File: src/sv/indexed_list_insert_delete_unit_macros.svh
// ---------------------------------------------------------------------------
// indexed list insert/delete unit - assertion macros
// Shared concurrent assertion shorthands for the list unit modules.
// ---------------------------------------------------------------------------
`ifndef INDEXED_LIST_INSERT_DELETE_UNIT_MACROS_SVH
`define INDEXED_LIST_INSERT_DELETE_UNIT_MACROS_SVH

// same-cycle implication, disabled while in reset
`define ILID_ASSERT_IMPL(lbl, clk, rstn, ante, cons, msg) \
  lbl: assert property (@(posedge clk) disable iff (!(rstn)) (ante) |-> (cons)) \
    else $error(msg);

// next-cycle implication, disabled while in reset
`define ILID_ASSERT_NEXT(lbl, clk, rstn, ante, cons, msg) \
  lbl: assert property (@(posedge clk) disable iff (!(rstn)) (ante) |=> (cons)) \
    else $error(msg);

`endif

File: src/sv/ilid_pkg.sv
// ---------------------------------------------------------------------------
// ilid_pkg
// Types, widths and codes shared by the indexed list unit modules.
// ---------------------------------------------------------------------------
package ilid_pkg;

  // default list capacity
  localparam int unsigned CAPACITY_DEF = 64;

  // field widths
  localparam int unsigned CMD_W = 3;
  localparam int unsigned POS_W = 16;
  localparam int unsigned VAL_W = 32;
  localparam int unsigned ST_W  = 2;
  localparam int unsigned LEN_W = 7;

  // command codes
  localparam logic [CMD_W-1:0] CMD_READ   = 3'd0;
  localparam logic [CMD_W-1:0] CMD_HEAD   = 3'd1;
  localparam logic [CMD_W-1:0] CMD_TAIL   = 3'd2;
  localparam logic [CMD_W-1:0] CMD_INSERT = 3'd3;
  localparam logic [CMD_W-1:0] CMD_DELETE = 3'd4;

  // status codes
  localparam logic [ST_W-1:0] ST_DONE  = 2'd0;
  localparam logic [ST_W-1:0] ST_RANGE = 2'd1;
  localparam logic [ST_W-1:0] ST_FULL  = 2'd2;

  // per-cycle action broadcast to every cell
  typedef enum logic [1:0] {
    CELL_HOLD   = 2'd0,
    CELL_INSERT = 2'd1,
    CELL_DELETE = 2'd2
  } cell_op_e;

  typedef struct packed {
    cell_op_e                op;
    logic                    rd_en;
    logic [POS_W-1:0]        pos;
    logic signed [VAL_W-1:0] value;
  } cell_ctrl_t;

  // command transaction
  typedef struct packed {
    logic [CMD_W-1:0]        cmd;
    logic [POS_W-1:0]        position;
    logic signed [VAL_W-1:0] value_in;
  } item_t;

  // result transaction
  typedef struct packed {
    logic signed [VAL_W-1:0] value_out;
    logic [ST_W-1:0]         status;
    logic [LEN_W-1:0]        length;
  } result_t;

endpackage

File: src/sv/ilid_cell.sv
// ---------------------------------------------------------------------------
// ilid_cell
// One list slot: holds a value, shifts from a neighbor on insert or delete,
// and presents its value on the read bus when addressed.
// ---------------------------------------------------------------------------
module ilid_cell #(
  parameter int unsigned Index = 0
) (
  input  logic                            clk_i,
  input  ilid_pkg::cell_ctrl_t            ctrl_i,
  input  logic signed [ilid_pkg::VAL_W-1:0] left_i,
  input  logic signed [ilid_pkg::VAL_W-1:0] right_i,
  output logic signed [ilid_pkg::VAL_W-1:0] data_o,
  output logic signed [ilid_pkg::VAL_W-1:0] rd_o
);

  localparam logic [ilid_pkg::POS_W-1:0] IdxPos = ilid_pkg::POS_W'(Index);

  logic signed [ilid_pkg::VAL_W-1:0] data_d, data_q;
  logic signed [ilid_pkg::VAL_W-1:0] rd_d, rd_q;

  // slot update: shift up on insert, shift down on delete
  always_comb begin
    data_d = data_q;
    case (ctrl_i.op)
      ilid_pkg::CELL_INSERT: begin
        if (IdxPos > ctrl_i.pos) begin
          data_d = left_i;
        end else if (IdxPos == ctrl_i.pos) begin
          data_d = ctrl_i.value;
        end
      end
      ilid_pkg::CELL_DELETE: begin
        if (IdxPos >= ctrl_i.pos) begin
          data_d = right_i;
        end
      end
      default: data_d = data_q;
    endcase
  end

  // masked read tap, zero unless this slot is addressed
  assign rd_d = (ctrl_i.rd_en && (ctrl_i.pos == IdxPos)) ? data_q : '0;

  always_ff @(posedge clk_i) begin
    data_q <= data_d;
    rd_q   <= rd_d;
  end

  assign data_o = data_q;
  assign rd_o   = rd_q;

endmodule

File: config.mk
export PLATFORM = sky130hd
export DESIGN_NAME = ilid_cell
export DESIGN_NICKNAME = d
export VERILOG_FILES = /design/src/sv/indexed_list_insert_delete_unit_macros.svh /design/src/sv/ilid_pkg.sv /design/src/sv/ilid_cell.sv
export SDC_FILE = /design/constraint.sdc
export NUM_CORES = 1
export LEC_CHECK = 0
export BUFFER_PORTS_ARGS = -buffer_cell sky130_fd_sc_hd__clkbuf_2
export CAP_MARGIN = 25
export CORE_MARGIN = 5
export CORE_UTILIZATION = 44
export CTS_BUF_LIST = sky130_fd_sc_hd__clkbuf_8
export DETAILED_ROUTE_END_ITERATION = 16
export PLACE_DENSITY = 0.88
export SYNTH_ARGS = -nofsm -noshare
export SYNTH_HDL_FRONTEND = slang
export SYNTH_SLANG_ARGS = --single-unit
File: constraint.sdc
create_clock -name clk_i -period 5.48 [get_ports clk_i]
set_input_delay 0.822 -clock clk_i [delete_from_list [all_inputs] [get_ports clk_i]]
set_output_delay 0.822 -clock clk_i [all_outputs]
set_load 0.03 [all_outputs]
Word-level counts from Yosys, hierarchy flattened

Cells that the tools add are included.

Register bits: 64
Input bits: 116
Output and inout bits: 64
Logic and storage cells: 16

Magnitude comparators: 2
Equal/unequal tests: 4
Multiplexer cells: 4
Reductions and logical operators: 4

Operator list:

| operator              | count |
|---|---|
| $mux W32              | 3 |
| $pmux W32 S2          | 1 |
| $ge A1 B16 Y1 const A | 1 |
| $gt A1 B16 Y1 const A | 1 |
| $logic_not A16 Y1     | 1 |
| $ne A3 B3 Y1 const B  | 1 |
| $reduce_and A3 Y1     | 1 |
| $eq A2 B1 Y1 const B  | 1 |
| $eq A2 B2 Y1 const B  | 1 |
| $ne A2 B2 Y1 const B  | 1 |
| $reduce_bool A2 Y1    | 1 |
| $logic_and A1 B1 Y1   | 1 |

Logic depth before layout (Yosys ltp)

Depth after elaboration: 4
Depth in mapped cells: 4
Gate-level depth less buffers: 3

Worst setup path after synthesis

Ideal clock, no wire load.

Path type: in2reg
Start: in ctrl_i[44] (netlist bit)
End: reg data_q (netlist bit data_o[0]), enable pin
Setup time: 400 ps
Arrival time: 2409 ps
Required time: 5080 ps
Path slack: 2671 ps
Stages: 4
Path buffers: 1
Cells stage by stage: nor4_1 -> and4_4 -> buf_6 -> a21boi_2

Cells in the longest elaborated chain, start to end: 3
Elaborated cells on any way between the ends: 6
Classes of those cells: 2 x order compare; 2 x eq/ne; 2 x reduce/logical

Ends and longest elaborated chain:

| element                                                | line            | source |
|---|---|---|
| from (decl)                                            | ilid_cell.sv:10 | `input ilid_pkg::cell_ctrl_t ctrl_i,` |
| $gt A1 B16 Y1, or another cell as far along            | ilid_cell.sv:27 | `if (IdxPos > ctrl_i.pos) begin` |
| $ne A3 B3 Y1 (no line) or $ne A2 B2 Y1 (tied branches) | n/a             |  |
| $reduce_and A3 Y1 (no line) (*)                        | n/a             |  |
| to (signal assigned)                                   | ilid_cell.sv:46 | `data_q <= data_d;` |
| to (decl)                                              | ilid_cell.sv:19 | `logic signed [ilid_pkg::VAL_W-1:0] data_d, data_q;` |

Mark *: on every way between the ends. The rest lies on a longest branch, timed or not.
A chain may end at the register's enable or synchronous reset.

Worst setup path in the final report

Start: in ctrl_i[44] (netlist bit)
End: reg data_q (netlist bit data_o[11]), enable pin

The elaborated chain is that of the path after synthesis.

==> metrics.yaml <==
routing:
  wl_um: 5790
  vias: 1731
  vias_per_cell: 4.68
  drc: 0
  drt-initial-drc-count: 55
  wl_per_cell_um: 15.6
  drt_pre_antenna_iters: 4
  ant_nets: 0
run:
  maxCapViolations: 0
yosys:
  ys_ff_latch: 64
  synthesis.nets: 262
  ys_types: 12
  synth_area_leader_cell: "edfxtp_1"
  syn_inst: 146
  synth-async-reset-ratio_pct: 0
  synth_edf_count: 32
  synth_top_area_share_pct: 41.9
  avgSynthCellArea_sq_um: 15.7
  synth_commonest_cells: "and3_1, dfxtp_1, edfxtp_1, mux2_2, buf_2"
  ys_warn_count: 0
  mappedNetlistArea_sq_um: 2290
  yosysSeqAreaShare_pct: 69.8
  ys.flop_type: "edfxtp_1"
  yosys-top-cells-area: "edfxtp_1, dfxtp_1, mux2_2"
timing:
  fin_tns_setup_ns: 0
  final-hold-violation-count: 0
  fin_crit_ns: 2.38
  rsz0062_at_grt: "no"
  finClkSkew_ns: 0.00887
  max_freq_ghz: 0.420
  finalSetupViolCount: 0
  tightest_slew_ns: 0.842
  relSlewSlack_pct: 43.9
  finalMaxSlewViolations: 0
  period_share_pct: 43.5
power:
  peakVddDrop_v: 0.000211
  powerDensity_nw_per_um2: 288
  p_leak_nw: 1.63
clock_tree:
  cts_sinks: 64
  ctsHoldBuffers: 0
  clkTransAtPathRegs_ns: 0.06
  cts_tree: "built"
  postCtsSetupBuffers: 0
  cts_inserted_buffers: 9
  cts_max_path_buffers: 2
  htree_levels: 3
  cts-root-buf: "clkbuf_8"
  cts_resized: 0
  worstSkewPairLatency_ns: 0.32
run_status:
  status: "finished, final reports clean"
critical_path:
  cp-end-kind: "flip-flop"
  startpoint_type: "input port"
  critical_path_arrival_ns: 2.40
  worst-path-max-fanout: 33
  critPathRequiredTime_ns: 5.50
  path_class: "input port to flip-flop"
global_routing:
  grt_max_degree: 34
  grt_use_total_pct: 17.1
  gr-total-overflow: 0
  grt_antenna_before_repair: 0
  grt_pass1_vias: 1782
  grt_pass1_wl_um: 8440
cells_and_area:
  stdcell_count: 370
  diodes: 0
  multi_input_area_sq_um: 637
  area_delta_synth_final_pct: 42.7
  final_nets: 411
  drive_above_1_share_pct: 66.0
  seqCellArea_sq_um: 1600
  nFillCells: 427
  utilization_pct: 64.5
hold_path:
  hold_path_class: "flip-flop to flip-flop"
die:
  initial_core_util_pct: 45.2
  num_io_pins: 180
  die_w_um: 82.2
  core_region_area_sq_um: 5070
  rows: 26
  die_area_sq_um: 6760
  die_h_um: 82.2
placed_design:
  place.gp.congestion: 0.795
  dp_cells: 353
  dp.final_hpwl_um: 4280
  io_buffers: 147
state kept, by name, indices dropped and copies added, names as in the netlist:
register	flops
data_o	32
rd_o	32
final timing paths:
kind | depth (start not counted) | slack (ns) | endpoint | startpoint
worst max register to register | 1 | 4.78 | rd_o[20] | data_o[20]
worst min register to register | 1 | 0.50 | rd_o[25] | data_o[25]
worst max-delay path | 5 | 3.10 | data_o[11] | ctrl_i[44]
worst min-delay path | 1 | 0.50 | rd_o[25] | data_o[25]
through the flow:
stage	area, sq um	setup slack, ns	total power, mW	hold slack [ns]
2_1_floorplan	2290	2.67	0.541	0.716
3_3_place_gp	3060	2.52	0.571	0.482
3_5_place_dp	3060	2.44	0.574	0.488
4_1_cts	3250	2.78	0.956	0.505
5_1_grt	3270	3.11	0.984	0.524
6_report	3270	3.10	0.942	0.502
per-layer routing:
layer  vias up  share of wire, %  GRT usage, %
met5         -                 0             0
met4         0               1.1          8.31
met3         6               6.4          5.64
met2        61                56          30.4
met1       825                37          18.0
li1        839                 -             -
layout make-up:
type	count	area share, %
flip-flops and latches	64	48.9
clock inverters	6	1.61
well taps	70	2.68
clock buffers	10	4.21
repair buffers	148	23.1
multi-input cells	72	19.5
cells in the final DEF, fill, tap and decap left out:
cell       Yosys  final
bufinv_16      0      1
nor4_1         3      3
clkbuf_8       0     10
clkbuf_2       0    147
nor4_2         1      1
a21boi_4       0      1
and3_1        32     32
nand2b_1       2      1
mux2_2        32     32
inv_1          0      2
edfxtp_1      32     32
nand2b_2       0      1
dfxtp_1       32     32
clkinv_2       0      3
and4_4         1      1
buf_12         0      1
power breakdown:
| part | switching (mW) | internal (mW) | total [mW] |
|---|---|---|---|
| Sequential | 0.00000175 | 0.504 | 0.504 |
| Clock | 0.162 | 0.217 | 0.379 |
| Combinational | 0.0212 | 0.0384 | 0.0596 |
| Total | 0.184 | 0.759 | 0.942 |
worst max-delay path, stage by stage:
cell,delay [ns]
clkbuf_2,0.08
nor4_1,0.34
and4_4,0.50
a21boi_4,0.40
buf_12,0.24
cells by family (layout without fill, tap and decap cells):
logic type / count (synthesis) / in the layout / synth area share, %
simple gates: 39 / 39 / 11.1
buf+inv: 10 / 164 / 2.84
mux: 32 / 32 / 15.7
flops: 64 / 64 / 69.8
compound gates: 1 / 1 / 0.491
(Power assumes the default switching activity.)
